===== src/design/gcoa_pkg.sv =====
`timescale 1ns / 1ps

package gcoa_pkg;

	localparam int OP_W      = 2;
	localparam int IDX_W     = 8;
	localparam int SPAN_W    = 5;
	localparam int DIM_W     = 5;
	localparam int POS_W     = 8;
	localparam int RC_W      = 4;
	// row and column walk counters: anchor up to 255 plus a span of up to 31
	localparam int CUR_W     = 9;
	// rows * columns in use, each at most 31
	localparam int TOT_W     = 10;
	localparam int REG_IDX_W = 2;
	localparam int CFG_W     = 5;
	localparam int S_DATA_W  = 24;
	localparam int M_DATA_W  = 16;

	localparam logic [REG_IDX_W-1:0] REG_ROWS         = 2'd0;
	localparam logic [REG_IDX_W-1:0] REG_COLUMNS      = 2'd1;
	localparam logic [REG_IDX_W-1:0] REG_COLUMN_MAJOR = 2'd2;

	typedef enum logic [OP_W-1:0] {
		OP_CLEAR   = 2'd0,
		OP_RESERVE = 2'd1,
		OP_NEXT    = 2'd2
	} op_t;

	typedef enum logic [2:0] {
		ST_IDLE,
		ST_DIV,
		ST_LOAD,
		ST_CHECK,
		ST_EMIT
	} state_t;

	typedef struct packed {
		logic rd;
		logic wr;
		logic clr;
	} map_ctl_t;

	typedef struct packed {
		logic            ok;
		logic [POS_W-1:0] position;
		logic [RC_W-1:0]  cell_row;
		logic [RC_W-1:0]  cell_column;
	} result_t;

endpackage


===== src/design/grid_cell_occupancy_allocator.sv =====
`timescale 1ns / 1ps

// Grid cell occupancy allocator.
// Requests enter on the s_ stream: s_tuser carries the operation (clear, reserve, next),
// s_tdata the anchor index and spans. Each request gives one result on the m_ stream:
// m_tuser is the ok flag, m_tdata the position, row and column.
// Configuration (rows, columns, index order) is written through cfg_we/cfg_addr/cfg_wdata
// while the block is idle; a write that changes a value frees the whole map.
// Steps, from acceptance to the result register:
//   clear    goes direct to the result, as do next on a full grid and an unused code
//   reserve  an 8-step divider maps the anchor to row and column, then each cell tried
//            is one read of a map row and, if the cell is free, its write-back; a cell
//            outside the grid ends the walk without a read
//   next     scans from the pointer through the single row port of the map memory,
//            each cell a registered read, then a write-back of the cell found free
// One request is in work at a time; s_tready is high only while idle, from the cycle
// after the result register loads.
// Reset frees every cell at once through per-row valid bits, zeroes the pointer and
// loads rows = 1, columns = 1, row-major order. No clearing pass is needed.
// While the receiver stalls the result register holds; the next request is still
// accepted and worked on, and waits for the register to empty before it is shown.
module grid_cell_occupancy_allocator #(
	parameter int MAX_ROWS    = 16,
	parameter int MAX_COLUMNS = 16
) (
	input  logic                           clk,
	input  logic                           arst_n,
	// s_tdata: cell_index [7:0], row_span [12:8], col_span [17:13], zero fill above
	input  logic                           s_tvalid,
	output logic                           s_tready,
	input  logic [gcoa_pkg::S_DATA_W-1:0]  s_tdata,
	// s_tuser: operation [1:0]
	input  logic [gcoa_pkg::OP_W-1:0]      s_tuser,
	// m_tdata: position [7:0], cell_row [11:8], cell_column [15:12]
	output logic                           m_tvalid,
	input  logic                           m_tready,
	output logic [gcoa_pkg::M_DATA_W-1:0]  m_tdata,
	// m_tuser: ok [0]
	output logic                           m_tuser,
	input  logic                           cfg_we,
	input  logic [gcoa_pkg::REG_IDX_W-1:0] cfg_addr,
	input  logic [gcoa_pkg::CFG_W-1:0]     cfg_wdata
);
	import gcoa_pkg::*;

	localparam int AW = (MAX_ROWS > 1) ? $clog2(MAX_ROWS) : 1;
	localparam int CW = (MAX_COLUMNS > 1) ? $clog2(MAX_COLUMNS) : 1;
	// configured dimensions are 5 bits wide, so they never pass 31
	localparam int UR = (MAX_ROWS < 31) ? MAX_ROWS : 31;
	localparam int UC = (MAX_COLUMNS < 31) ? MAX_COLUMNS : 31;
	localparam int PW = $clog2(UR * UC + 1);

	// configuration
	logic [DIM_W-1:0] grid_rows_q;
	logic [DIM_W-1:0] grid_columns_q;
	logic             column_major_q;
	logic             cfg_change;
	logic [DIM_W-1:0] rows;
	logic [DIM_W-1:0] cols;
	logic [TOT_W-1:0] total;

	// sequencer and datapath
	state_t           st_q, st_d;
	op_t              op_q;
	logic [SPAN_W-1:0] rs_q, cs_q;
	logic [CUR_W-1:0] c0_q, end_r_q, end_c_q, cur_r_q, cur_c_q;
	logic [PW-1:0]    ptr_q;
	logic [DIM_W-1:0] pr_q, pc_q;
	logic [DIM_W-1:0] pr_n, pc_n;
	result_t          res_q, out_q;
	logic             out_valid_q;

	logic             accept;
	op_t              in_op;
	logic             is_next;
	logic             ptr_full, nxt_full;
	logic             rsv_oor, rsv_last, zero_span, out_free;
	logic [CUR_W-1:0] row_sel, col_sel;
	logic [CUR_W-1:0] r0_n, c0_n;

	map_ctl_t         map_ctl;
	logic             cell_free;
	logic             div_start, div_busy, div_done;
	logic [IDX_W-1:0] div_quo;
	logic [DIM_W-1:0] div_rem;

	// saturate the dimensions in use to 1..MAX
	always_comb begin
		if (grid_rows_q == '0) begin
			rows = DIM_W'(1);
		end else if (32'(grid_rows_q) > MAX_ROWS) begin
			rows = DIM_W'(MAX_ROWS);
		end else begin
			rows = grid_rows_q;
		end
		if (grid_columns_q == '0) begin
			cols = DIM_W'(1);
		end else if (32'(grid_columns_q) > MAX_COLUMNS) begin
			cols = DIM_W'(MAX_COLUMNS);
		end else begin
			cols = grid_columns_q;
		end
	end

	assign total = TOT_W'(rows) * TOT_W'(cols);

	always_comb begin
		cfg_change = 1'b0;
		if (cfg_we) begin
			unique case (cfg_addr)
				REG_ROWS:         cfg_change = cfg_wdata != grid_rows_q;
				REG_COLUMNS:      cfg_change = cfg_wdata != grid_columns_q;
				REG_COLUMN_MAJOR: cfg_change = cfg_wdata[0] != column_major_q;
				default:          cfg_change = 1'b0;
			endcase
		end
	end

	always_ff @(posedge clk or negedge arst_n) begin
		if (!arst_n) begin
			grid_rows_q    <= DIM_W'(1);
			grid_columns_q <= DIM_W'(1);
			column_major_q <= 1'b0;
		end else if (cfg_we) begin
			unique case (cfg_addr)
				REG_ROWS:         grid_rows_q    <= cfg_wdata;
				REG_COLUMNS:      grid_columns_q <= cfg_wdata;
				REG_COLUMN_MAJOR: column_major_q <= cfg_wdata[0];
				default:          ;
			endcase
		end
	end

	// status used by the sequencer
	assign accept    = s_tvalid && s_tready;
	assign in_op     = op_t'(s_tuser);
	assign is_next   = op_q == OP_NEXT;
	assign ptr_full  = TOT_W'(ptr_q) >= total;
	assign nxt_full  = TOT_W'(ptr_q) + TOT_W'(1) >= total;
	assign rsv_oor   = cur_r_q >= CUR_W'(rows) || cur_c_q >= CUR_W'(cols);
	assign rsv_last  = (cur_c_q + CUR_W'(1) == end_c_q) && (cur_r_q + CUR_W'(1) == end_r_q);
	assign zero_span = rs_q == '0 || cs_q == '0;
	assign out_free  = !out_valid_q || m_tready;
	assign row_sel   = is_next ? CUR_W'(pr_q) : cur_r_q;
	assign col_sel   = is_next ? CUR_W'(pc_q) : cur_c_q;
	assign r0_n      = column_major_q ? CUR_W'(div_rem) : CUR_W'(div_quo);
	assign c0_n      = column_major_q ? CUR_W'(div_quo) : CUR_W'(div_rem);

	// step the scan pointer one cell in index order
	always_comb begin
		pr_n = pr_q;
		pc_n = pc_q;
		if (column_major_q) begin
			if (pr_q == rows - DIM_W'(1)) begin
				pr_n = '0;
				pc_n = pc_q + DIM_W'(1);
			end else begin
				pr_n = pr_q + DIM_W'(1);
			end
		end else begin
			if (pc_q == cols - DIM_W'(1)) begin
				pc_n = '0;
				pr_n = pr_q + DIM_W'(1);
			end else begin
				pc_n = pc_q + DIM_W'(1);
			end
		end
	end

	// next state
	always_comb begin
		st_d = st_q;
		unique case (st_q)
			ST_IDLE: begin
				if (s_tvalid) begin
					unique case (in_op)
						OP_CLEAR:   st_d = ST_EMIT;
						OP_RESERVE: st_d = ST_DIV;
						OP_NEXT:    st_d = ptr_full ? ST_EMIT : ST_LOAD;
						default:    st_d = ST_EMIT;
					endcase
				end
			end
			ST_DIV: begin
				if (div_done) begin
					st_d = zero_span ? ST_EMIT : ST_LOAD;
				end
			end
			ST_LOAD: begin
				st_d = (!is_next && rsv_oor) ? ST_EMIT : ST_CHECK;
			end
			ST_CHECK: begin
				if (is_next) begin
					st_d = (cell_free || nxt_full) ? ST_EMIT : ST_LOAD;
				end else begin
					st_d = (!cell_free || rsv_last) ? ST_EMIT : ST_LOAD;
				end
			end
			ST_EMIT: begin
				if (out_free) begin
					st_d = ST_IDLE;
				end
			end
			default: st_d = ST_IDLE;
		endcase
	end

	// sequencer outputs
	always_comb begin
		s_tready    = st_q == ST_IDLE;
		div_start   = st_q == ST_IDLE && s_tvalid && in_op == OP_RESERVE;
		map_ctl.rd  = st_q == ST_LOAD && !(!is_next && rsv_oor);
		map_ctl.wr  = st_q == ST_CHECK && cell_free;
		map_ctl.clr = (accept && in_op == OP_CLEAR) || cfg_change;
	end

	always_ff @(posedge clk or negedge arst_n) begin
		if (!arst_n) begin
			st_q        <= ST_IDLE;
			ptr_q       <= '0;
			pr_q        <= '0;
			pc_q        <= '0;
			out_valid_q <= 1'b0;
		end else begin
			st_q <= st_d;
			if (map_ctl.clr) begin
				ptr_q <= '0;
				pr_q  <= '0;
				pc_q  <= '0;
			end else if (st_q == ST_CHECK && is_next) begin
				ptr_q <= ptr_q + PW'(1);
				pr_q  <= pr_n;
				pc_q  <= pc_n;
			end
			// a new result takes precedence over the handshake of the old one
			if (st_q == ST_EMIT && out_free) begin
				out_valid_q <= 1'b1;
			end else if (m_tvalid && m_tready) begin
				out_valid_q <= 1'b0;
			end
		end
	end

	// request payload, walk counters and pending result
	always_ff @(posedge clk) begin
		unique case (st_q)
			ST_IDLE: begin
				if (accept) begin
					op_q  <= in_op;
					rs_q  <= s_tdata[IDX_W +: SPAN_W];
					cs_q  <= s_tdata[IDX_W + SPAN_W +: SPAN_W];
					res_q <= '{ok: in_op == OP_CLEAR, position: '0,
						cell_row: '0, cell_column: '0};
				end
			end
			ST_DIV: begin
				if (div_done) begin
					c0_q    <= c0_n;
					cur_r_q <= r0_n;
					cur_c_q <= c0_n;
					end_r_q <= r0_n + CUR_W'(rs_q);
					end_c_q <= c0_n + CUR_W'(cs_q);
					res_q   <= '{ok: 1'b1, position: '0,
						cell_row: r0_n[RC_W-1:0], cell_column: c0_n[RC_W-1:0]};
				end
			end
			ST_LOAD: begin
				if (!is_next && rsv_oor) begin
					res_q.ok <= 1'b0;
				end
			end
			ST_CHECK: begin
				if (is_next) begin
					if (cell_free) begin
						res_q <= '{ok: 1'b1, position: POS_W'(ptr_q),
							cell_row: pr_q[RC_W-1:0], cell_column: pc_q[RC_W-1:0]};
					end
				end else if (!cell_free) begin
					res_q.ok <= 1'b0;
				end else if (!rsv_last) begin
					// advance column by column, wrap to the anchor column on a new row
					if (cur_c_q + CUR_W'(1) == end_c_q) begin
						cur_c_q <= c0_q;
						cur_r_q <= cur_r_q + CUR_W'(1);
					end else begin
						cur_c_q <= cur_c_q + CUR_W'(1);
					end
				end
			end
			ST_EMIT: begin
				if (out_free) begin
					out_q <= res_q;
				end
			end
			default: ;
		endcase
	end

	gcoa_divider u_divider (
		.clk       (clk),
		.arst_n    (arst_n),
		.start     (div_start),
		.dividend  (s_tdata[IDX_W-1:0]),
		.divisor   (column_major_q ? rows : cols),
		.busy      (div_busy),
		.done      (div_done),
		.quotient  (div_quo),
		.remainder (div_rem)
	);

	gcoa_cell_map #(
		.MAX_ROWS    (MAX_ROWS),
		.MAX_COLUMNS (MAX_COLUMNS),
		.AW          (AW),
		.CW          (CW)
	) u_cell_map (
		.clk       (clk),
		.arst_n    (arst_n),
		.ctl       (map_ctl),
		.addr      (row_sel[AW-1:0]),
		.col       (col_sel[CW-1:0]),
		.cell_free (cell_free)
	);

	assign m_tvalid = out_valid_q;
	assign m_tuser  = out_q.ok;
	assign m_tdata  = {out_q.cell_column, out_q.cell_row, out_q.position};

	a_ptr_bound: assert property (@(posedge clk) disable iff (!arst_n)
		TOT_W'(ptr_q) <= total)
		else $error("scan pointer beyond the grid");

	a_next_in_grid: assert property (@(posedge clk) disable iff (!arst_n)
		(st_q == ST_CHECK && op_q == OP_NEXT) |-> (pr_q < rows && pc_q < cols))
		else $error("scan probes a cell outside the grid");

	a_rsv_in_grid: assert property (@(posedge clk) disable iff (!arst_n)
		(st_q == ST_CHECK && op_q == OP_RESERVE) |->
		(cur_r_q < CUR_W'(rows) && cur_c_q < CUR_W'(cols)))
		else $error("reserve marks a cell outside the grid");

	a_div_quiet: assert property (@(posedge clk) disable iff (!arst_n)
		s_tready |-> !div_busy)
		else $error("divider still busy while idle");

endmodule


===== src/design/gcoa_divider.sv =====
`timescale 1ns / 1ps

module gcoa_divider (
	input  logic                       clk,
	input  logic                       arst_n,
	input  logic                       start,
	input  logic [gcoa_pkg::IDX_W-1:0] dividend,
	input  logic [gcoa_pkg::DIM_W-1:0] divisor,
	output logic                       busy,
	output logic                       done,
	output logic [gcoa_pkg::IDX_W-1:0] quotient,
	output logic [gcoa_pkg::DIM_W-1:0] remainder
);
	import gcoa_pkg::*;

	localparam int CNT_W = $clog2(IDX_W);

	logic [IDX_W-1:0] quo_q;
	logic [DIM_W-1:0] rem_q;
	logic [DIM_W-1:0] dvs_q;
	logic [CNT_W-1:0] cnt_q;
	logic             busy_q;
	logic             done_q;
	logic [DIM_W:0]   trial;
	logic             ge;
	logic [DIM_W:0]   diff;

	// one restoring step: shift in the next dividend bit, subtract if it fits
	assign trial = {rem_q, quo_q[IDX_W-1]};
	assign ge    = trial >= {1'b0, dvs_q};
	assign diff  = trial - {1'b0, dvs_q};

	always_ff @(posedge clk or negedge arst_n) begin
		if (!arst_n) begin
			busy_q <= 1'b0;
			done_q <= 1'b0;
			cnt_q  <= '0;
		end else begin
			done_q <= busy_q && !start && (cnt_q == CNT_W'(IDX_W - 1));
			if (start) begin
				busy_q <= 1'b1;
				cnt_q  <= '0;
			end else if (busy_q) begin
				cnt_q <= cnt_q + CNT_W'(1);
				if (cnt_q == CNT_W'(IDX_W - 1)) begin
					busy_q <= 1'b0;
				end
			end
		end
	end

	always_ff @(posedge clk) begin
		if (start) begin
			quo_q <= dividend;
			rem_q <= '0;
			dvs_q <= divisor;
		end else if (busy_q) begin
			quo_q <= {quo_q[IDX_W-2:0], ge};
			rem_q <= ge ? diff[DIM_W-1:0] : trial[DIM_W-1:0];
		end
	end

	assign busy      = busy_q;
	assign done      = done_q;
	assign quotient  = quo_q;
	assign remainder = rem_q;

endmodule


===== src/design/gcoa_cell_map.sv =====
`timescale 1ns / 1ps

module gcoa_cell_map #(
	parameter int MAX_ROWS    = 16,
	parameter int MAX_COLUMNS = 16,
	parameter int AW          = (MAX_ROWS > 1) ? $clog2(MAX_ROWS) : 1,
	parameter int CW          = (MAX_COLUMNS > 1) ? $clog2(MAX_COLUMNS) : 1
) (
	input  logic               clk,
	input  logic               arst_n,
	input  gcoa_pkg::map_ctl_t ctl,
	input  logic [AW-1:0]      addr,
	input  logic [CW-1:0]      col,
	output logic               cell_free
);
	import gcoa_pkg::*;

	logic [MAX_COLUMNS-1:0] mem [MAX_ROWS];
	logic [MAX_ROWS-1:0]    row_valid_q;
	logic [MAX_COLUMNS-1:0] rdata_s1;
	logic                   rvalid_s1;
	logic [MAX_COLUMNS-1:0] row_eff;
	logic [MAX_COLUMNS-1:0] wr_row;

	// a row never written since the last clear reads as all free
	assign row_eff   = rvalid_s1 ? rdata_s1 : '1;
	assign cell_free = row_eff[col];

	always_comb begin
		for (int j = 0; j < MAX_COLUMNS; j++) begin
			wr_row[j] = row_eff[j] & (CW'(j) != col);
		end
	end

	always_ff @(posedge clk) begin
		if (ctl.rd) begin
			rdata_s1 <= mem[addr];
		end
		if (ctl.wr) begin
			mem[addr] <= wr_row;
		end
	end

	always_ff @(posedge clk or negedge arst_n) begin
		if (!arst_n) begin
			row_valid_q <= '0;
			rvalid_s1   <= 1'b0;
		end else begin
			if (ctl.clr) begin
				row_valid_q <= '0;
			end else if (ctl.wr) begin
				row_valid_q[addr] <= 1'b1;
			end
			if (ctl.rd) begin
				rvalid_s1 <= row_valid_q[addr];
			end
		end
	end

endmodule

===== config.mk =====
export PLATFORM = sky130hd
export DESIGN_NAME = grid_cell_occupancy_allocator
export DESIGN_NICKNAME = d
export VERILOG_FILES = /design/src/design/gcoa_pkg.sv /design/src/design/grid_cell_occupancy_allocator.sv /design/src/design/gcoa_divider.sv /design/src/design/gcoa_cell_map.sv
export SDC_FILE = /design/constraint.sdc
export NUM_CORES = 1
export LEC_CHECK = 0
export CAP_MARGIN = 20
export CORE_ASPECT_RATIO = 2
export CORE_MARGIN = 3
export CORE_UTILIZATION = 50
export DETAILED_ROUTE_END_ITERATION = 6
export DONT_BUFFER_PORTS = 1
export PLACE_DENSITY = 0.66
export RECOVER_POWER = 25
export SLEW_MARGIN = 20
export SYNTH_ARGS = -nofsm -noshare
export SYNTH_HDL_FRONTEND = slang
export SYNTH_SLANG_ARGS = --single-unit

===== constraint.sdc =====
create_clock -name clk -period 6.65 [get_ports clk]
set_input_delay 0.665 -clock clk [delete_from_list [all_inputs] [get_ports clk]]
set_output_delay 0.665 -clock clk [all_outputs]
set_load 0.005 [all_outputs]

==> results of run 1 <==
[area by class of cell]
type | instances | area, sq um | share of cell area
Sequential cell | 436 | 12800 | 0.556
Tap cell | 535 | 669 | 0.0291
Inverter | 66 | 248 | 0.0108
Clock inverter | 24 | 288 | 0.0125
Timing Repair Buffer | 34 | 248 | 0.0108
Clock buffer | 46 | 1010 | 0.0441
Multi-Input combinational cell | 973 | 7740 | 0.337
Antenna cell | 1 | 2.50 | 0.000109
[Yosys cell counts, drive strengths merged (9+ instances only)]
library cell  instances  area [sq um]
nor2b                28           175
nand2               192           721
and2                 14          90.1
a31oi                20           125
o21ai                56           284
nand3                28           140
nor2                105           402
xor2                 35           307
mux2i                26           260
nor3                 21           115
edfxtp              375         11300
dfrtp                54          1350
a21o                 13          97.6
mux2                 21           236
a21oi                62           310
buf                  24           126
xnor2                47           412
inv                  66           248
a22o                 12           105
a211oi               11          82.6
ha                   73           913
fa                   12           240
o22ai                 9          56.3
nand2b               11          68.8
and3                 28           175
mux4                 68          1530
clkbuf               47           176
[worst register-to-register path, stage by stage, from the launching register on]
cell and delay [ns]:
sky130_fd_sc_hd__dfrtp_1 0.46, sky130_fd_sc_hd__nor3_1 0.20, sky130_fd_sc_hd__nor2_1 0.06, sky130_fd_sc_hd__nor2_1 0.26, sky130_fd_sc_hd__nand2_1 0.13, sky130_fd_sc_hd__fa_1 0.53
sky130_fd_sc_hd__fa_1 0.52, sky130_fd_sc_hd__fa_1 0.54, sky130_fd_sc_hd__inv_1 0.04, sky130_fd_sc_hd__ha_1 0.35, sky130_fd_sc_hd__and3_1 0.18, sky130_fd_sc_hd__a221o_1 0.33
sky130_fd_sc_hd__nor2_1 0.12, sky130_fd_sc_hd__xor2_1 0.22, sky130_fd_sc_hd__ha_1 0.28, sky130_fd_sc_hd__nand2_1 0.09, sky130_fd_sc_hd__nor2_1 0.05, sky130_fd_sc_hd__a211oi_1 0.19
sky130_fd_sc_hd__o21ai_0 0.12, sky130_fd_sc_hd__maj3_1 0.42, sky130_fd_sc_hd__and2_0 0.20, sky130_fd_sc_hd__o41a_1 0.32, sky130_fd_sc_hd__a211o_1 0.29
[worst max path at each step]
stage                         startpoint      end  slack, ns  depth (start not counted)
after floorplan           grid_rows_q[2]  st_q[2]       1.08                         23
after global placement    grid_rows_q[2]  st_q[2]       0.64                         22
after detailed placement  grid_rows_q[2]  st_q[2]       0.67                         22
after CTS                 grid_rows_q[2]  st_q[2]       0.65                         22
after global routing      grid_rows_q[2]  st_q[2]       0.31                         22
final                     grid_rows_q[2]  st_q[2]       0.64                         22
[metrics by stage]
stage	power, W	worst slack (ns)	instance area (sq um)	hold slack (ns)
2_1_floorplan	0.00485	1.08	20900	0.369
3_3_place_gp	0.00535	0.638	21600	0.376
3_5_place_dp	0.00542	0.666	21600	0.376
4_1_cts	0.00775	0.650	23000	0.188
5_1_grt	0.00805	0.307	23000	0.193
6_report	0.00769	0.639	23000	0.211
[timing repair]
item	in CTS	in global routing
endpoints found under the hold margin	56	0
setup endpoints to repair	0	0
hold buffers	2	0
[sequential cells by signal, indices dropped and copies added, names as in the netlist, 8 cells and up]
name	flops
cur_c_q	9
m_tdata	16
u_divider.quotient	8
c0_q	8
ptr_q	9
u_cell_map.row_valid_q	16
cur_r_q	9
u_cell_map.mem	256
end_c_q	9
u_cell_map.rdata_s1	16
res_q	17
end_r_q	9
[per-layer routing]
metal	wire (microns)	vias up	part of all wire
li1	-	5738	-
met1	17100	6349	0.34
met2	28200	359	0.56
met3	1870	157	0.037
met4	3420	0	0.067
met5	0	-	0
[power breakdown]
group,switching (W),internal [W]
Combinational,0.00114,0.000683
Clock,0.00102,0.00130
Sequential,0.000191,0.00336
[cell families after synthesis]
kind of cell | count (synthesis) | synth area share
muxes | 115 | 0.0971
DFF | 436 | 0.611
xor gates and xnor gates | 85 | 0.0376
adders and majority gates | 87 | 0.0562
AOI/OAI and AO/OA | 216 | 0.0662
buffers and inverters | 137 | 0.0263
and+or+nand+nor | 470 | 0.106
==> qor.csv, run 1 <==
stage,metric,value,unit
synth,number of register bits inferred by synthesis,436,
setup_path,Worst path most repeated cell,sky130_fd_sc_hd__nor2_1,
timing,final-report hold violation count,0,
setup_path,delay of the slowest cell on the worst path,0.54,ns
finish,Post-layout nets,1672,
setup_path,cell class contributing the biggest share of worst-path delay,adder cells,
routing,remaining antenna violation count,0,
setup_path,worst reg-to-reg path cell count,22,
global_route,GR Util met3,0.0291,
clock_network,total CTS buffers,38,
global_route,first-pass GRT wire length,76400,microns
setup_path,source of the worst register-to-register timing path,grid_rows_q[2],
global_route,GR Overflow Total,0,
setup_path,Crit Path Class,reg2reg,
routing,drt total wl,50600,microns
finish,layout-stage area growth over the synthesis result,9.91,%
clock_network,CTS clock-pin slew for the worst setup and hold paths,0.07,ns
timing,time the final worst path needs with I/O delays and setup,6.01,ns
routing,routed len/inst,23.9,microns
floorplanning,Die X,151,microns
placed_design,HPWL after detailed placement,35100,microns
clock_network,root cell of the clock tree,sky130_fd_sc_hd__clkbuf_16,
clock_network,maximum clock path buffer count,3,
synth,number of cells produced by synthesis,1546,
clock_network,number of resized instances in the post-cts repair step,0,
setup_path,worst r2r dst,st_q[2],
clock_network,Post CTS Setup Buffer Count,0,
global_route,maximum number of pins on one net before global-route repair,67,
timing,achievable frequency,0.166,GHz
clock_network,insertion delay to the later sink of the worst-skew pair,0.55,ns
hold_path,hold crit path type,in2reg,
routing,drt first-iter violations,897,
routing,via count,12603,
setup_path,cell breakdown of the critical path,"nor3_1, nor2_1, nor2_1, nand2_1, fa_1, fa_1, fa_1, inv_1, ha_1, and3_1, a221o_1, nor2_1, xor2_1, ha_1, nand2_1, nor2_1, a211oi_1, o21ai_0, maj3_1, and2_0, o41a_1, a211o_1",
setup_path,sort of element at the end of the critical path,register,
global_route,vias in the first global route,13131,
clock_network,CTS tree,done,
synth,mean instance size in the synthesized netlist,13.5,sq um
setup_path,category of the worst setup path launch point,register,
placed_design,Placed Cells,2040,
setup_path,buffers and inverters on the worst path,1,
global_route,Global Route Usage Sum,0.231,
floorplanning,number of rows created at floorplan,105,
floorplanning,initial standard-cell utilization of the core,0.508,
synth,sequential element share of the synthesized area,0.611,
power_and_ir_drop,power per cell area,335,nW/um^2
floorplanning,floorplan die area,44400,sq um
timing,pins over their slew limit,91,
finish,final core area utilization,0.559,
global_route,met1 track utilization from global routing,0.236,
synth,Post-synth EDFFs,375,
routing,vias per inst,5.96,
global_route,antenna violations before repair,0,
setup_path,setup slack of the most critical reg-to-reg path,0.64,ns
placed_design,last weighted congestion value of the routability-driven placer,0.908,
floorplanning,height of the chip,295,microns
timing,slew of the pin with the lowest slew margin,3.31,ns
synth,number of nets produced by synthesis,1669,
synth,number of distinct library cells after synthesis,75,
hold_path,worst hold path startpoint,s_tuser[1],
synth,area of the mapped netlist,20900,sq um
timing,Max Clock Skew,0.0162,ns
finish,share of cells above drive strength 1,0.139,
setup_path,highest-delay cell along the critical path,sky130_fd_sc_hd__fa_1,
placed_design,Port Buf Inserts,0,
run,count of max-cap constraint violations,2,
clock_network,Num Clock Sinks,436,
power_and_ir_drop,leakage power of the design,8.21,nW
hold_path,WHS Path Cells,0,
timing,total setup violations reported at the end of the flow,0,
setup_path,WP data arrival,6.44,ns
synth,main flop type after synthesis,sky130_fd_sc_hd__edfxtp_1,
routing,number of design rule violations left after detail routing,0,
timing,fin crit share,0.904,
floorplanning,Placeable Area,41100,sq um
clock_network,maximum level of the CTS H-tree,2,
finish,"commonest cells after routing, fill and taps aside","sky130_fd_sc_hd__edfxtp_1, sky130_fd_sc_hd__nand2_1, sky130_fd_sc_hd__nor2_1, sky130_fd_sc_hd__ha_1, sky130_fd_sc_hd__mux4_2",
power_and_ir_drop,worst voltage drop across the vdd grid,0.239,mV
setup_path,crit-path max FO,9,
setup_path,Required @ worst endpoint,7.08,ns
timing,worst slew slack as a fraction of its limit,-1.20,
floorplanning,number of primary I/O pins,57,
finish,"commonest non-fill, non-tap cell in the layout",sky130_fd_sc_hd__edfxtp_1,
synth,"FFs w/ async S/R, synth",0.128,
routing,Initial DRT Pass Iterations,7,
outcome,violations in the final reports,"capacitance limit, slew limit",
finish,number of inserted filler cells in the final layout,3266,
finish,number of standard cells in the final layout excluding fillers,2115,
timing,setup repair after global routing missed its margin,false,
outcome,outcome,"complete, but fails checks",
global_route,global routing usage on met2,0.439,
hold_path,endpoint with the worst hold slack,op_q[1],
synth,Syn. warnings,0,
timing,setup TNS,0,ns
global_route,most congested layer reported by global routing,met2,
No activity file was read; power rests on OpenSTA's default activity.
==> inputs of run 2 (changes only) <==
- ABC_AREA: unset -> 1
- CTS_BUF_LIST: unset -> sky130_fd_sc_hd__clkbuf_8
==> run 2 against run 1 <==
  * The flow still finishes with violations (capacitance limit, slew limit)
  * Die area fell by 1.0%
  * Maximum frequency is 10% higher
  * Utilization fell by 0.87 points
  * Sequential share of layout area up 1.6 points
  * First-iteration DRC count grew 4.9%
  * Largest power group unchanged
  * Non-clock buffer count increased by 1
==> qor.csv, run 2 <==
stage,metric,value,unit,change
setup_path,delay of the slowest cell on the worst path,0.55,ns,was 0.54 ns
clock_network,CTS clock-pin slew for the worst setup and hold paths,0.07,ns,about the same
synth,Post-synth EDFFs,375,,unchanged
timing,time the final worst path needs with I/O delays and setup,5.45,ns,was 6.01 ns
synth,ranking of synthesized cells by area,"sky130_fd_sc_hd__edfxtp_1, sky130_fd_sc_hd__dfrtp_1, sky130_fd_sc_hd__nand2_1",,"was sky130_fd_sc_hd__edfxtp_1, sky130_fd_sc_hd__mux4_2, sky130_fd_sc_hd__dfrtp_1"
setup_path,category of the worst setup path launch point,register,,unchanged
synth,number of nets produced by synthesis,1972,,was 1669
routing,Initial DRT Pass Iterations,6,,was 7
clock_network,total CTS buffers,57,,was 38
floorplanning,number of primary I/O pins,57,,unchanged
clock_network,maximum clock path buffer count,3,,unchanged
timing,final-report hold violation count,0,,unchanged
routing,number of design rule violations left after detail routing,0,,unchanged
timing,setup slack of the critical path after layout,1.20,ns,was 0.639 ns
finish,"commonest non-fill, non-tap cell in the layout",sky130_fd_sc_hd__edfxtp_1,,unchanged
synth,commonest cells in the synthesized netlist,"sky130_fd_sc_hd__edfxtp_1, sky130_fd_sc_hd__nand2_1, sky130_fd_sc_hd__inv_1",,"was sky130_fd_sc_hd__edfxtp_1, sky130_fd_sc_hd__nand2_1, sky130_fd_sc_hd__nor2_1"
timing,total setup violations reported at the end of the flow,0,,unchanged
global_route,antenna violations before repair,1,,was 0
floorplanning,Placeable Area,40600,sq um,was 41100 sq um
timing,pins over their slew limit,99,,was 91
clock_network,CTS tree,done,,unchanged
outcome,violations in the final reports,"capacitance limit, slew limit",,unchanged
floorplanning,Die X,150,microns,was 151 microns
clock_network,maximum level of the CTS H-tree,2,,unchanged
synth,number of cells produced by synthesis,1849,,was 1546
routing,drt total wl,54700,microns,was 50600 microns
timing,setup TNS,0,ns,unchanged
synth,number of register bits inferred by synthesis,436,,unchanged
placed_design,HPWL after detailed placement,37500,microns,was 35100 microns
power_and_ir_drop,Final Total Pwr,0.00709,W,was 0.00769 W
finish,FF/Latch Area,12800,sq um,unchanged
timing,worst slew slack as a fraction of its limit,-1.16,,was -1.20
synth,cell with the most instances after synthesis,sky130_fd_sc_hd__edfxtp_1,,unchanged
synth,sequential element share of the synthesized area,0.617,,was 0.611
timing,achievable frequency,0.183,GHz,was 0.166 GHz
setup_path,worst reg-to-reg path cell count,27,,was 22
power_and_ir_drop,leakage power of the design,8.76,nW,was 8.21 nW
floorplanning,floorplan die area,44000,sq um,was 44400 sq um
finish,number of inserted filler cells in the final layout,3540,,was 3266
finish,area used by multi-input combinational logic,6950,sq um,was 7740 sq um
routing,remaining antenna violation count,0,,unchanged
setup_path,sort of element at the end of the critical path,register,,unchanged
placed_design,last weighted congestion value of the routability-driven placer,0.979,,was 0.908
synth,"FFs w/ async S/R, synth",0.128,,unchanged
setup_path,Required @ worst endpoint,7.15,ns,was 7.08 ns
hold_path,WHS Path Cells,0,,unchanged
timing,Max Clock Skew,0.0397,ns,was 0.0162 ns
synth,number of distinct library cells after synthesis,55,,was 75
timing,slew of the pin with the lowest slew margin,3.24,ns,was 3.31 ns
routing,drt first-iter violations,941,,was 897
floorplanning,height of the chip,294,microns,was 295 microns
synth,Syn. warnings,0,,unchanged
synth,library cell occupying the most area in the post-synthesis netlist,sky130_fd_sc_hd__edfxtp_1,,unchanged
clock_network,root cell of the clock tree,sky130_fd_sc_hd__clkbuf_8,,was sky130_fd_sc_hd__clkbuf_16
clock_network,Post CTS Setup Buffer Count,0,,unchanged
synth,area of the mapped netlist,20700,sq um,was 20900 sq um
clock_network,Num Clock Sinks,436,,unchanged
finish,number of flip-flops under the largest register name,256,,unchanged
global_route,Global Route Usage Sum,0.248,,was 0.231
floorplanning,number of rows created at floorplan,104,,was 105
finish,top flop regs,"u_cell_map.mem: 256 flops, res_q: 17 flops",,unchanged
setup_path,highest-delay cell along the critical path,sky130_fd_sc_hd__fa_1,,unchanged
global_route,vias in the first global route,14539,,was 13131
hold_path,hold crit path type,in2reg,,unchanged
power_and_ir_drop,power per cell area,318,nW/um^2,was 335 nW/um^2
power_and_ir_drop,worst voltage drop across the vdd grid,0.147,mV,was 0.239 mV
timing,setup repair after global routing missed its margin,false,,unchanged
placed_design,worst slack at placement,1.20,ns,was 0.666 ns
global_route,GR Overflow Total,0,,unchanged
timing,fin crit share,0.820,,was 0.904
finish,share of cells above drive strength 1,0.0839,,was 0.139
floorplanning,initial standard-cell utilization of the core,0.509,,was 0.508
finish,final core area utilization,0.550,,was 0.559
synth,area share of the leading cell type in the synthesized netlist,0.545,,was 0.539
finish,layout-stage area growth over the synthesis result,7.98,%,was 9.91%
global_route,first-pass GRT wire length,82200,microns,was 76400 microns
synth,main flop type after synthesis,sky130_fd_sc_hd__edfxtp_1,,unchanged
setup_path,Worst path most repeated cell,sky130_fd_sc_hd__nand2_1,,was sky130_fd_sc_hd__nor2_1
clock_network,insertion delay to the later sink of the worst-skew pair,0.64,ns,was 0.55 ns
routing,vias per inst,5.77,,was 5.96
routing,via count,14205,,was 12603
placed_design,Port Buf Inserts,0,,unchanged
finish,"commonest cells after routing, fill and taps aside","sky130_fd_sc_hd__edfxtp_1, sky130_fd_sc_hd__nand2_1, sky130_fd_sc_hd__inv_1, sky130_fd_sc_hd__a22oi_1, sky130_fd_sc_hd__nor2_1",,"was sky130_fd_sc_hd__edfxtp_1, sky130_fd_sc_hd__nand2_1, sky130_fd_sc_hd__nor2_1, sky130_fd_sc_hd__ha_1, sky130_fd_sc_hd__mux4_2"
outcome,outcome,"complete, but fails checks",,unchanged
finish,Largest Register,u_cell_map.mem,,unchanged
routing,routed len/inst,22.2,microns,was 23.9 microns
setup_path,WP data arrival,5.96,ns,was 6.44 ns
finish,Post-layout nets,2009,,was 1672
synth,mean instance size in the synthesized netlist,11.2,sq um,was 13.5 sq um
run,count of max-cap constraint violations,2,,unchanged
setup_path,crit-path max FO,7,,was 9
setup_path,Crit Path Class,reg2reg,,unchanged
global_route,maximum number of pins on one net before global-route repair,57,,was 67
-- run 2: what timing repair did --
action	4_1_cts	5_1_grt
hold buffers	2	0
resized for setup	0	0
endpoints found under the hold margin	56	0
-- run 2: final timing paths --
path                                    from                   end  slack [ns]
max in group asynchronous             arst_n     grid_columns_q[4]        3.06
min                               s_tdata[8]               rs_q[0]        0.12
max                        grid_columns_q[2]               st_q[2]        1.20
min in group asynchronous             arst_n  u_cell_map.rvalid_s1        1.75
min reg2reg                         res_q[1]           m_tdata[13]        0.41
max reg2reg                grid_columns_q[2]               st_q[2]        1.20
-- run 2: worst max-delay path, delay by kind of cell (launching register included) --
family,cells,cell delay [ns]
adder cells (fa/ha/maj),5,2.22
flip-flops,1,0.40
AND/OR/NAND/NOR,15,1.56
buffers and inverters,2,0.19
AO/OA/AOI/OAI,4,0.66
XOR/XNOR,1,0.31
-- run 2: report_power, final --
part | switching [W] | internal (W)
Sequential | 0.000140 | 0.00335
Clock | 0.00100 | 0.000841
Combinational | 0.00122 | 0.000541
Total | 0.00236 | 0.00473
-- run 2: kinds of logic after synthesis --
family	count (synthesis)	synth area share
flops	436	0.617
xor+xnor	54	0.0229
compound gates	374	0.114
buf+inv	238	0.0484
simple gates	662	0.141
fa+ha+maj	85	0.0558
-- run 2: cell type report --
class,instances,share of cell area
tap,530,0.0297
timing repair buffer,35,0.0105
multi-input combinational,1175,0.311
clock buffer,60,0.0370
inverter,181,0.0305
clock inverter,44,0.00908
sequential,436,0.572
antenna,1,0.000112
-- run 2: metal layers --
metal	wire (microns)	GRT usage	vias up
li1	-	-	6620
met1	18000	0.247	6960
met2	31100	0.482	456
met3	2230	0.0296	169
met4	3390	0.139	0
met5	0	0	-
-- run 2: stage by stage --
| step | instances | hold slack, ns | instance area [sq um] |
|---|---|---|---|
| 6_report | 2462 | 0.118 | 22300 |
| 4_1_cts | 2461 | 0.0918 | 22400 |
| 5_1_grt | 2462 | 0.0842 | 22300 |
| 3_3_place_gp | 2354 | 0.372 | 21300 |
| 2_1_floorplan | 1849 | 0.369 | 20700 |
| 3_5_place_dp | 2355 | 0.372 | 21300 |
==> inputs of run 3 (changes only) <==
- clock period: 6.65 -> 5.2 ns (I/O delays scaled with it)
==> run 3 against run 2 <==
  * The run still ends with capacitance limit, slew limit left
  * Global-route usage rose by 0.55 points
  * Routed wire length rose by 1.6%
  * Power rose by 30%
  * Via count rose by 1.5%
  * Clock power rose by 32%
  * Die area did not move
  * Cell count rose by 1.4%
  * Sequential share of layout area fell by 0.93 points
  * Register-to-register slack got worse by 0.87 ns
  * Critical path depth did not move
==> qor.csv, run 3 (synthesis results as in run 2) <==
stage,metric,value,unit,change
global_route,first-pass GRT wire length,84400,microns,was 82200 microns
outcome,violations in the final reports,"capacitance limit, slew limit",,unchanged
timing,final-report hold violation count,0,,unchanged
setup_path,delay of the slowest cell on the worst path,0.54,ns,was 0.55 ns
finish,"commonest non-fill, non-tap cell in the layout",sky130_fd_sc_hd__edfxtp_1,,unchanged
routing,number of design rule violations left after detail routing,0,,unchanged
clock_network,total CTS buffers,57,,unchanged
timing,total setup violations reported at the end of the flow,0,,unchanged
power_and_ir_drop,sequential group share of total power,0.482,,was 0.492
finish,number of flip-flops under the largest register name,256,,unchanged
floorplanning,height of the chip,294,microns,unchanged
placed_design,placement-stage cell area,21400,sq um,was 21300 sq um
power_and_ir_drop,power per cell area,407,nW/um^2,was 318 nW/um^2
global_route,antenna violations before repair,1,,unchanged
finish,layout-stage area growth over the synthesis result,9.77,%,was 7.98%
timing,fin crit share,0.936,,was 0.820
power_and_ir_drop,combinational group share of total power,0.255,,was 0.249
floorplanning,Placeable Area,40600,sq um,unchanged
timing,pins over their slew limit,57,,was 99
placed_design,HPWL after detailed placement,38100,microns,was 37500 microns
routing,drt total wl,55600,microns,was 54700 microns
setup_path,buffers and inverters on the worst path,2,,unchanged
timing,Max Clock Skew,0.0236,ns,was 0.0397 ns
clock_network,maximum level of the CTS H-tree,2,,unchanged
clock_network,CTS tree,done,,unchanged
timing,time the final worst path needs with I/O delays and setup,4.87,ns,was 5.45 ns
clock_network,root cell of the clock tree,sky130_fd_sc_hd__clkbuf_8,,unchanged
floorplanning,floorplan die area,44000,sq um,unchanged
power_and_ir_drop,worst voltage drop across the vdd grid,0.179,mV,was 0.147 mV
global_route,Global Route Usage Sum,0.253,,was 0.248
routing,remaining antenna violation count,0,,unchanged
finish,Largest Register,u_cell_map.mem,,unchanged
placed_design,last weighted congestion value of the routability-driven placer,0.925,,was 0.979
outcome,outcome,"complete, but fails checks",,unchanged
routing,via count,14423,,was 14205
finish,share of cells above drive strength 1,0.0952,,was 0.0839
power_and_ir_drop,leakage power of the design,8.94,nW,was 8.76 nW
setup_path,Worst path most repeated cell,sky130_fd_sc_hd__nand2_1,,unchanged
routing,drt first-iter violations,958,,was 941
power_and_ir_drop,share of total power consumed by net switching,0.333,,about the same
floorplanning,number of primary I/O pins,57,,unchanged
placed_design,Placed Cells,2372,,was 2355
setup_path,path length in cells of the critical path,27,,unchanged
power_and_ir_drop,clock share of power,0.263,,was 0.260
timing,worst slew slack as a fraction of its limit,-1.18,,was -1.16
setup_path,cell class contributing the biggest share of worst-path delay,adder cells,,unchanged
timing,Hold WS,0.0600,ns,was 0.118 ns
finish,top flop regs,"u_cell_map.mem: 256 flops, res_q: 17 flops",,unchanged
floorplanning,number of rows created at floorplan,104,,unchanged
global_route,vias in the first global route,15172,,was 14539
floorplanning,Die X,150,microns,unchanged
setup_path,setup slack of the most critical reg-to-reg path,0.33,ns,was 1.20 ns
setup_path,Required @ worst endpoint,5.72,ns,was 7.15 ns
finish,"commonest cells after routing, fill and taps aside","sky130_fd_sc_hd__edfxtp_1, sky130_fd_sc_hd__nand2_1, sky130_fd_sc_hd__inv_1, sky130_fd_sc_hd__a22oi_1, sky130_fd_sc_hd__nor2_1",,unchanged
setup_path,highest-delay cell along the critical path,sky130_fd_sc_hd__fa_1,,unchanged
placed_design,Port Buf Inserts,0,,unchanged
hold_path,hold crit path type,in2reg,,unchanged
setup_path,worst reg-to-reg path cell count,27,,unchanged
run,count of max-cap constraint violations,1,,was 2
setup_path,Critical Path Start,grid_rows_q[3],,was grid_columns_q[2]
timing,achievable frequency,0.205,GHz,was 0.183 GHz
global_route,maximum number of pins on one net before global-route repair,57,,unchanged
setup_path,crit-path max FO,4,,was 7
routing,Initial DRT Pass Iterations,7,,was 6
setup_path,Crit Path Class,reg2reg,,unchanged
timing,setup slack of the critical path after layout,0.330,ns,was 1.20 ns
floorplanning,initial standard-cell utilization of the core,0.509,,unchanged
routing,vias per inst,5.78,,was 5.77
clock_network,CTS clock-pin slew for the worst setup and hold paths,0.08,ns,was 0.07 ns
setup_path,Worst setup endpoint,st_q[2],,unchanged
timing,slew of the pin with the lowest slew margin,3.28,ns,was 3.24 ns
setup_path,category of the worst setup path launch point,register,,unchanged
finish,post-route standard cell area excluding fillers,22700,sq um,was 22300 sq um
setup_path,worst r2r dst,st_q[2],,unchanged
global_route,GR Overflow Total,0,,unchanged
power_and_ir_drop,design internal power,0.00617,W,was 0.00473 W
clock_network,Num Clock Sinks,436,,unchanged
clock_network,maximum clock path buffer count,3,,unchanged
finish,number of standard cells in the final layout excluding fillers,2496,,was 2462
power_and_ir_drop,net load switching power,0.00308,W,was 0.00236 W
routing,routed len/inst,22.3,microns,was 22.2 microns
setup_path,source of the worst register-to-register timing path,grid_rows_q[3],,was grid_columns_q[2]
setup_path,WP data arrival,5.39,ns,was 5.96 ns
placed_design,worst slack at placement,0.0407,ns,was 1.20 ns
finish,Post-layout nets,2041,,was 2009
setup_path,sort of element at the end of the critical path,register,,unchanged
clock_network,insertion delay to the later sink of the worst-skew pair,0.64,ns,about the same
==> run 3: cell count changes in the layout (fill, tap and decap cells not counted), moves of 2 or more <==
cell                            delta
sky130_fd_sc_hd__nor2_4            +2
sky130_fd_sc_hd__nor2_1            -5
sky130_fd_sc_hd__clkbuf_1          +3
sky130_fd_sc_hd__clkinv_2          +2
sky130_fd_sc_hd__bufinv_16         +2
sky130_fd_sc_hd__clkinvlp_4        -2
sky130_fd_sc_hd__buf_4            +14
sky130_fd_sc_hd__nor2_2            +3
sky130_fd_sc_hd__dlygate4sd3_1    +13
sky130_fd_sc_hd__clkbuf_8          -2
sky130_fd_sc_hd__inv_1             +3
==> run 3: worst min path at each step <==
stage	endpoint	from	depth (start not counted)	slack, ns
2_1_floorplan	column_major_q	arst_n	0	0.22
3_3_place_gp	ptr_q[4]	arst_n	0	0.23
3_5_place_dp	ptr_q[4]	arst_n	0	0.23
4_1_cts	u_divider.quotient[5]	s_tdata[5]	2	0.03
5_1_grt	u_divider.quotient[3]	s_tdata[3]	2	0.04
6_report	u_divider.quotient[5]	s_tdata[5]	2	0.06
==> run 3: worst register-to-register path, stage by stage (launching register included) <==
cell and delay, ns:
sky130_fd_sc_hd__dfrtp_1 0.42, sky130_fd_sc_hd__nor2_2 0.16, sky130_fd_sc_hd__nand3_1 0.08, sky130_fd_sc_hd__nand2_1 0.08
sky130_fd_sc_hd__inv_1 0.07, sky130_fd_sc_hd__nor2_2 0.12, sky130_fd_sc_hd__nand2_1 0.09, sky130_fd_sc_hd__fa_1 0.47
sky130_fd_sc_hd__fa_1 0.50, sky130_fd_sc_hd__fa_1 0.54, sky130_fd_sc_hd__inv_1 0.06, sky130_fd_sc_hd__ha_4 0.26
sky130_fd_sc_hd__a21oi_2 0.13, sky130_fd_sc_hd__nand2_2 0.09, sky130_fd_sc_hd__a31oi_2 0.24, sky130_fd_sc_hd__xor2_2 0.21
sky130_fd_sc_hd__ha_1 0.28, sky130_fd_sc_hd__nand2_1 0.09, sky130_fd_sc_hd__nor3_1 0.05, sky130_fd_sc_hd__a21oi_1 0.11
sky130_fd_sc_hd__and2_1 0.15, sky130_fd_sc_hd__nand3_2 0.09, sky130_fd_sc_hd__a21oi_2 0.14, sky130_fd_sc_hd__nand2_1 0.08
sky130_fd_sc_hd__nand3_1 0.08, sky130_fd_sc_hd__nand2_1 0.05, sky130_fd_sc_hd__nand2_1 0.05, sky130_fd_sc_hd__nand2_1 0.04
==> run 3: metrics by stage <==
stage | TNS (ns) | util | total power [W]
after floorplan | 0 | - | 0.00609
after global placement | 0 | 0.527 | 0.00672
after detailed placement | 0 | 0.528 | 0.00683
after CTS | 0 | 0.558 | 0.00926
after global routing | -0.0217 | 0.559 | 0.00971
final | 0 | 0.559 | 0.00925
==> run 3: power groups by stage <==
stage / clock (W) / combinational [W] / sequential [W]
final: 0.00243 / 0.00236 / 0.00446
after global routing: 0.00260 / 0.00263 / 0.00448
after CTS: 0.00247 / 0.00233 / 0.00446
after detailed placement: 0 / 0.00229 / 0.00453
after global placement: 0 / 0.00221 / 0.00451
after floorplan: 0 / 0.00163 / 0.00446
==> run 3: per-layer routing <==
layer  GRT usage  routed length, microns  vias to the layer above
met3      0.0319                    2300                      226
met1       0.247                   18100                     7040
li1            -                       -                     6686
met2       0.489                   31100                      471
met4       0.159                    4120                        0
met5           0                       0                        -
==> run 3: repair_timing <==
item / CTS / global route
setup endpoints to repair: 0 / 2
gates resized for setup: 0 / 13
buffers inserted: 0 / 2
hold buffers: 15 / 0
hold endpoints to repair: 69 / 0
==> run 3: cell type report <==
| class | instances | area, sq um |
|---|---|---|
| antenna | 1 | 2.50 |
| clock buffer | 58 | 798 |
| clock inverter | 48 | 263 |
| fill | 3545 | 17900 |
| inverter | 181 | 682 |
| multi-input combinational | 1175 | 7020 |
| sequential | 436 | 12800 |
| tap | 530 | 663 |
| timing repair buffer | 67 | 504 |
